$ cat src/cde_pkg.sv
// shared types, constants and calendar tables for the date to epoch seconds block
// no dependencies
package cde_pkg;

  localparam int unsigned DAYS_W = 25;
  localparam int unsigned SECS_W = 41;
  localparam int unsigned HMS_W  = 17;

  localparam logic [15:0] EPOCH_YEAR         = 16'd1970;
  localparam logic [13:0] LEAPS_BEFORE_EPOCH = 14'd477;
  localparam logic [8:0]  DAYS_PER_YEAR      = 9'd365;
  localparam logic [16:0] SECS_PER_DAY       = 17'd86400;
  localparam logic [11:0] SECS_PER_HOUR      = 12'd3600;
  localparam logic [5:0]  SECS_PER_MIN       = 6'd60;
  localparam logic [15:0] RECIP25            = 16'd41944;
  localparam int unsigned RECIP25_SHIFT      = 20;
  localparam logic [4:0]  DIV25              = 5'd25;

  localparam logic [7:0] MONTH_JAN  = 8'd1;
  localparam logic [7:0] MONTH_FEB  = 8'd2;
  localparam logic [7:0] MONTH_DEC  = 8'd12;
  localparam logic [7:0] HOUR_MAX   = 8'd23;
  localparam logic [7:0] MINSEC_MAX = 8'd59;

  typedef struct packed {
    logic [15:0] year;
    logic [7:0]  month;
    logic [7:0]  day_of_month;
    logic [7:0]  hour;
    logic [7:0]  minute;
    logic [7:0]  second;
  } cde_in_t;

  typedef struct packed {
    logic [SECS_W-1:0] epoch_seconds;
    logic              invalid;
  } cde_out_t;

  typedef struct packed {
    logic a;
    logic b;
    logic c;
  } cde_adv_t;

  function automatic logic [4:0] month_len(input logic [3:0] m);
    logic [4:0] len;
    unique case (m)
      4'd1, 4'd3, 4'd5, 4'd7, 4'd8, 4'd10, 4'd12: len = 5'd31;
      4'd4, 4'd6, 4'd9, 4'd11:                    len = 5'd30;
      4'd2:                                       len = 5'd28;
      default:                                    len = 5'd0;
    endcase
    return len;
  endfunction

  function automatic logic [8:0] days_before_month(input logic [3:0] m);
    logic [8:0] d;
    unique case (m)
      4'd1:    d = 9'd0;
      4'd2:    d = 9'd31;
      4'd3:    d = 9'd59;
      4'd4:    d = 9'd90;
      4'd5:    d = 9'd120;
      4'd6:    d = 9'd151;
      4'd7:    d = 9'd181;
      4'd8:    d = 9'd212;
      4'd9:    d = 9'd243;
      4'd10:   d = 9'd273;
      4'd11:   d = 9'd304;
      4'd12:   d = 9'd334;
      default: d = 9'd0;
    endcase
    return d;
  endfunction

endpackage

$ cat src/calendar_date_to_epoch_seconds.sv
// top level: utc calendar date and time to seconds since 1970-01-01 00:00:00
// depends on cde_pkg and cde_day_count
//
// usage:
//   in_valid/in_ready/in_data carry one date and time per beat (cde_in_t);
//   out_valid/out_ready/out_data carry epoch_seconds and the invalid flag
//   (cde_out_t), exactly one result beat per input beat, in order.
//   throughput is one beat per cycle while out_ready stays high; the five stages run concurrently.
//   the stages are: divide-by-25 reciprocal multiplies, leap rule and day of
//   year, day count, days times 86400, final sum with the invalid mux.
//   a failed field check gives epoch_seconds zero and invalid high.
//   each stage holds its beat while the next is full and stalled, so
//   out_ready low backs up to in_ready; empty stages still fill, so bubbles
//   close up. reset empties the pipe; no beat is lost or repeated on stall.
//
module calendar_date_to_epoch_seconds (
  input  logic              clk,
  input  logic              rst_n,
  input  logic              in_valid,
  output logic              in_ready,
  input  cde_pkg::cde_in_t  in_data,
  output logic              out_valid,
  input  logic              out_ready,
  output cde_pkg::cde_out_t out_data
);
  import cde_pkg::*;

  localparam int unsigned NSTAGE = 5;

  logic [NSTAGE-1:0] vld_r;
  logic [NSTAGE-1:0] vld_nxt;
  logic [NSTAGE-1:0] rdy;
  cde_adv_t          adv;

  always_comb begin
    rdy[NSTAGE-1] = !vld_r[NSTAGE-1] || out_ready;
    for (int k = NSTAGE - 2; k >= 0; k--) begin
      rdy[k] = !vld_r[k] || rdy[k+1];
    end
    vld_nxt[0] = rdy[0] ? in_valid : vld_r[0];
    for (int k = 1; k < NSTAGE; k++) begin
      vld_nxt[k] = rdy[k] ? vld_r[k-1] : vld_r[k];
    end
  end

  always_ff @(posedge clk) begin
    if (!rst_n) begin
      vld_r <= '0;
    end else begin
      vld_r <= vld_nxt;
    end
  end

  assign adv.a = rdy[0];
  assign adv.b = rdy[1];
  assign adv.c = rdy[2];

  logic [DAYS_W-1:0] days;
  logic              date_ok;

  cde_day_count u_days (
    .clk          (clk),
    .adv          (adv),
    .year         (in_data.year),
    .month        (in_data.month),
    .day_of_month (in_data.day_of_month),
    .days         (days),
    .date_ok      (date_ok)
  );

  // time of day rides alongside the day count
  logic [HMS_W-1:0] hms_a_r, hms_b_r, hms_c_r;
  logic             hok_a_r, hok_b_r, hok_c_r;

  always_ff @(posedge clk) begin
    if (rdy[0]) begin
      hms_a_r <= HMS_W'(in_data.hour) * HMS_W'(SECS_PER_HOUR) +
                 HMS_W'(in_data.minute) * HMS_W'(SECS_PER_MIN) + HMS_W'(in_data.second);
      hok_a_r <= (in_data.hour <= HOUR_MAX) && (in_data.minute <= MINSEC_MAX) &&
                 (in_data.second <= MINSEC_MAX);
    end
    if (rdy[1]) begin
      hms_b_r <= hms_a_r;
      hok_b_r <= hok_a_r;
    end
    if (rdy[2]) begin
      hms_c_r <= hms_b_r;
      hok_c_r <= hok_b_r;
    end
  end

  // stage d: days to seconds
  logic [SECS_W-1:0] day_secs_d_r;
  logic [HMS_W-1:0]  hms_d_r;
  logic              ok_d_r;

  always_ff @(posedge clk) begin
    if (rdy[3]) begin
      day_secs_d_r <= SECS_W'(days) * SECS_W'(SECS_PER_DAY);
      hms_d_r      <= hms_c_r;
      ok_d_r       <= date_ok && hok_c_r;
    end
  end

  // stage e: output register
  cde_out_t out_r;

  always_ff @(posedge clk) begin
    if (rdy[4]) begin
      out_r.epoch_seconds <= ok_d_r ? day_secs_d_r + SECS_W'(hms_d_r) : '0;
      out_r.invalid       <= !ok_d_r;
    end
  end

  assign in_ready  = rdy[0];
  assign out_valid = vld_r[NSTAGE-1];
  assign out_data  = out_r;

endmodule

$ cat src/cde_day_count.sv
// three-stage day count since the epoch from year, month and day, with date check
// depends on cde_pkg
module cde_day_count (
  input  logic                       clk,
  input  cde_pkg::cde_adv_t          adv,
  input  logic [15:0]                year,
  input  logic [7:0]                 month,
  input  logic [7:0]                 day_of_month,
  output logic [cde_pkg::DAYS_W-1:0] days,
  output logic                       date_ok
);
  import cde_pkg::*;

  // stage a: reciprocal multiplies for the divide by 25
  logic [15:0] prev_year;
  logic [29:0] p100_prod;
  logic [27:0] p400_prod;
  logic [29:0] y100_prod;
  logic [27:0] y400_prod;

  logic [15:0] year_a_r;
  logic [7:0]  month_a_r;
  logic [7:0]  day_a_r;
  logic [13:0] p4_a_r;
  logic [13:0] y4_a_r;
  logic [11:0] y16_a_r;
  logic [9:0]  q_p100_a_r;
  logic [7:0]  q_p400_a_r;
  logic [9:0]  q_y100_a_r;
  logic [7:0]  q_y400_a_r;
  logic        ok_a_r;

  assign prev_year = year - 16'd1;
  assign p100_prod = 30'(prev_year[15:2]) * 30'(RECIP25);
  assign p400_prod = 28'(prev_year[15:4]) * 28'(RECIP25);
  assign y100_prod = 30'(year[15:2]) * 30'(RECIP25);
  assign y400_prod = 28'(year[15:4]) * 28'(RECIP25);

  always_ff @(posedge clk) begin
    if (adv.a) begin
      year_a_r   <= year;
      month_a_r  <= month;
      day_a_r    <= day_of_month;
      p4_a_r     <= prev_year[15:2];
      y4_a_r     <= year[15:2];
      y16_a_r    <= year[15:4];
      q_p100_a_r <= p100_prod[RECIP25_SHIFT +: 10];
      q_p400_a_r <= p400_prod[RECIP25_SHIFT +: 8];
      q_y100_a_r <= y100_prod[RECIP25_SHIFT +: 10];
      q_y400_a_r <= y400_prod[RECIP25_SHIFT +: 8];
      ok_a_r     <= (year >= EPOCH_YEAR) && (month >= MONTH_JAN) &&
                    (month <= MONTH_DEC) && (day_of_month != 8'd0);
    end
  end

  // stage b: leap rule, leap count, day of year
  logic [13:0] rem100;
  logic [11:0] rem400;
  logic        leap;
  logic [13:0] leaps;
  logic [4:0]  mlen;
  logic [8:0]  doy;

  logic [15:0] yoff_b_r;
  logic [13:0] leaps_b_r;
  logic [8:0]  doy_b_r;
  logic        ok_b_r;

  always_comb begin
    rem100 = y4_a_r - 14'(q_y100_a_r) * 14'(DIV25);
    rem400 = y16_a_r - 12'(q_y400_a_r) * 12'(DIV25);
    leap   = (year_a_r[1:0] == 2'd0) &&
             ((rem100 != 14'd0) || ((year_a_r[3:0] == 4'd0) && (rem400 == 12'd0)));
    leaps  = p4_a_r - 14'(q_p100_a_r) + 14'(q_p400_a_r) - LEAPS_BEFORE_EPOCH;
    mlen   = month_len(month_a_r[3:0]) + 5'((month_a_r == MONTH_FEB) && leap);
    doy    = days_before_month(month_a_r[3:0]) + 9'((month_a_r > MONTH_FEB) && leap) +
             9'(day_a_r) - 9'd1;
  end

  always_ff @(posedge clk) begin
    if (adv.b) begin
      yoff_b_r  <= year_a_r - EPOCH_YEAR;
      leaps_b_r <= leaps;
      doy_b_r   <= doy;
      ok_b_r    <= ok_a_r && (day_a_r <= 8'(mlen));
    end
  end

  // stage c: whole days since the epoch
  logic [DAYS_W-1:0] days_c_r;
  logic              ok_c_r;

  always_ff @(posedge clk) begin
    if (adv.c) begin
      days_c_r <= DAYS_W'(yoff_b_r) * DAYS_W'(DAYS_PER_YEAR) + DAYS_W'(leaps_b_r) +
                  DAYS_W'(doy_b_r);
      ok_c_r   <= ok_b_r;
    end
  end

  assign days    = days_c_r;
  assign date_ok = ok_c_r;

endmodule

$ cat config.mk
export PLATFORM = sky130hd
export DESIGN_NAME = calendar_date_to_epoch_seconds
export DESIGN_NICKNAME = d
export VERILOG_FILES = /design/src/cde_pkg.sv /design/src/calendar_date_to_epoch_seconds.sv /design/src/cde_day_count.sv
export SDC_FILE = /design/constraint.sdc
export NUM_CORES = 2
export LEC_CHECK = 0
export BUFFER_PORTS_ARGS = -buffer_cell sky130_fd_sc_hd__buf_2
export CAP_MARGIN = 20
export CORE_MARGIN = 8
export CORE_UTILIZATION = 65
export CTS_CLUSTER_SIZE = 10
export DETAILED_ROUTE_END_ITERATION = 7
export GPL_TIMING_DRIVEN = 0
export PLACE_DENSITY = 0.83
export SLEW_MARGIN = 20
export SYNTH_ARGS = -nofsm -noshare
export SYNTH_HDL_FRONTEND = slang
export SYNTH_HIERARCHICAL = 1
export SYNTH_SLANG_ARGS = --single-unit
$ cat constraint.sdc
create_clock -name clk -period 8.4 [get_ports clk]
set_clock_uncertainty 0.1 [all_clocks]
set_input_delay 0.42 -clock clk [delete_from_list [all_inputs] [get_ports clk]]
set_output_delay 0.42 -clock clk [all_outputs]
set_load 0.05 [all_outputs]
==> impl_metrics.toml <==
[status]
status = "completed"

[setup_path]
path_max_fanout = 7
critPathBufInv = 4
cp-end-kind = "flop"
required_ps = 8600
start_kind = "input port"
reg2reg_depth = 27
cp_common_cell = "fa_1"
critical_path.slowest_cell = "xnor2_2"
cp.arrival_ps = 8280
critPathKind = "input port to flop"
cp.depth = 25
slowest_delay_ps = 640
critPathTopFamily = "adder cells"

[cells_and_area]
fillCellCount = 3821
syn2layout_area_growth_pct = 8.50
num-nets-final = 4870
drive_above_1_share_pct = 5.51

[logic_synthesis]
synth_top_family_by_area = "adder cells"
postSynth.asyncResetShare_pct = 0
synth_nets = 4693
yosysWarningCount = 6
synthFlopType = "edfxtp_1"
synth_xor_area_share_pct = 4.15
synth.area.top_cells = "ha_1 (24%), edfxtp_1 (24%), fa_1 (22%), inv_1 (8.7%), xnor2_1 (3.0%)"
yosys.area_share.simple_pct = 6.78
synthAdderAreaFrac_pct = 46.2
ys_ff_latch = 314
yosys.cell_types.count = 73
synth_commonest_cells = "inv_1 (866), ha_1 (724), fa_1 (404), edfxtp_1 (297), a21oi_1 (131)"
synth_enable_flop_cells = 297
ys_seq_area_share_pct = 24.9
synth_top_area_share_pct = 24.4
yosysMostFrequentCell = "inv_1"
synth_top_area_cell = "ha_1"
syn_inst = 3505
synthMuxAreaShare_pct = 0.626
avgSynthCellArea_um2 = 10.6
netlist_area_um2 = 37200
synth-compound-area-share_pct = 8.40

[global_route]
grt_start_max_net_pins = 59
use_met1_pct = 29.0
grt_pass1_wl_mm = 127
grt_pass1_vias = 26593
grtUsageMet2_pct = 43.9
gr-total-overflow = 0
use_met3_pct = 3.03
grt_busiest_layer = "met2"
antenna_found_initial = 2
track_usage_pct = 24.1

[timing]
max_freq_mhz = 124
finalSetupViolations = 0
rsz0062_at_grt = "false"
fin_crit_ps = 8080
slew_headroom_pct = 28.2
tightest_slew_ps = 1070
fin_crit_sh_pct = 96.2
tns_ps = 0
hold_violations = 0
maxSlewViolCount = 0

[detailed_routing]
viasPerCell = 5.61
drtIter0Drc = 1101
dr.pass1.iters = 5
num_vias = 25015
drt-total-wl_mm = 76.5
drtAntennaViolNets = 0
drt-wirelength-per-cell_um = 17.2
drc = 0

[clock_network]
htreeDepth = 2
clock_path_buffers = 3
post_cts_buffers = 0
cts_tree = "done"
clock_latency_ps = 550
ctsResizeCount = 0
cts_buffers = 39
clock_sinks = 314
clkTransAtPathRegs_ps = 60
hold_buffers = 21
clockRootBuffer = "clkbuf_16"

[floorplan]
rows = 87
design.die.area_um2 = 65100
io_pins = 104
start_util_pct = 65.8
core_region_area_um2 = 56500
die_y_um = 255
die_w_um = 255

[worst_hold_path]
hold_class = "input port to flop"
min_delay_path_depth = 2

[place]
portBuffers = 103
hpwlAfterDp_mm = 62.4
gp_congestion = 0.883

[flow_run]
drv_cap = 0
## cells in the final DEF, fill, tap and decap left out, drive strengths merged, types with 22 or more instances in the layout
cell type	n
inv	867
ha	724
fa	404
edfxtp	297
a21oi	131
xnor2	126
nor2	122
nand2	121
buf	117
o21ai	74
clkbuf	71
a21o	56
xor2	50
nor3	47
nand3	42
o21a	30
nand2b	29
nor2b	25
nand4	24
o21bai	23
and3	22
## final cells by class
| type | instances | area [um2] | area share, % |
|---|---|---|---|
| multi-input cells | 2304 | 24700 | 61.2 |
| flip-flops and latches | 314 | 9260 | 23.0 |
| inverters | 867 | 3250 | 8.07 |
| clock buffers | 53 | 1070 | 2.66 |
| well taps | 756 | 946 | 2.35 |
| repair buffers | 136 | 921 | 2.28 |
| clock inverters | 7 | 101 | 0.251 |
| plain buffers | 20 | 77.6 | 0.192 |
| diodes | 1 | 2.50 | 0.00621 |
## routing by layer
layer / up-vias / share of wire, %
met4: 4 / 4.0
met3: 178 / 4.5
li1: 11984 / -
met5: - / 0.041
met2: 640 / 51
met1: 12209 / 41
## per-stage QoR
stage | setup WS (ps) | utilization, % | hold WS [ps] | instances | area (um2)
3_5_place_dp | 130 | 68.9 | 305 | 4376 | 38900
3_3_place_gp | 70.5 | 68.3 | 300 | 4364 | 38600
2_1_floorplan | 1630 | - | 300 | 3505 | 37200
4_1_cts | 330 | 71.3 | 10.9 | 4457 | 40300
5_1_grt | 155 | 71.4 | 34.3 | 4457 | 40300
6_report | 316 | 71.4 | 30.5 | 4458 | 40300
## sequential cells by signal, summed over array words and instances, names as in the netlist, 5 cells and up, named ones only
register / count
out_data: 42
day_secs_d_r: 34
u_days/days: 25
hms_a_r: 17
hms_b_r: 17
hms_c_r: 17
hms_d_r: 17
u_days/year_a_r: 16
u_days/yoff_b_r: 16
u_days/leaps_b_r: 14
u_days/p4_a_r: 14
u_days/q_p100_a_r: 10
u_days/q_y100_a_r: 10
u_days/doy_b_r: 9
u_days/day_a_r: 8
u_days/month_a_r: 8
u_days/q_p400_a_r: 8
u_days/q_y400_a_r: 8
vld_r: 5
## kinds of logic after synthesis
logic type	count (synthesis)
fa+ha+maj	1128
buf+inv	887
simple gates	508
compound gates	469
flops	314
xor+xnor	176
mux	23
## final timing paths
check	from	endpoint	slack, ps
worst max-delay path	in_data[40]	u_days/q_p400_a_r[7]$_DFFE_PP_	320
worst min-delay path	rst_n	vld_r[4]$_SDFFE_PN0P_	30
worst max register to register	u_days/year_a_r[11]$_DFFE_PP_	u_days/ok_b_r$_DFFE_PP_	920
worst min register to register	hms_b_r[0]$_DFFE_PP_	hms_c_r[0]$_DFFE_PP_	310
Power is not shown: default switching activity piles up to over one toggle a cycle in this logic, so the estimate is an artifact.
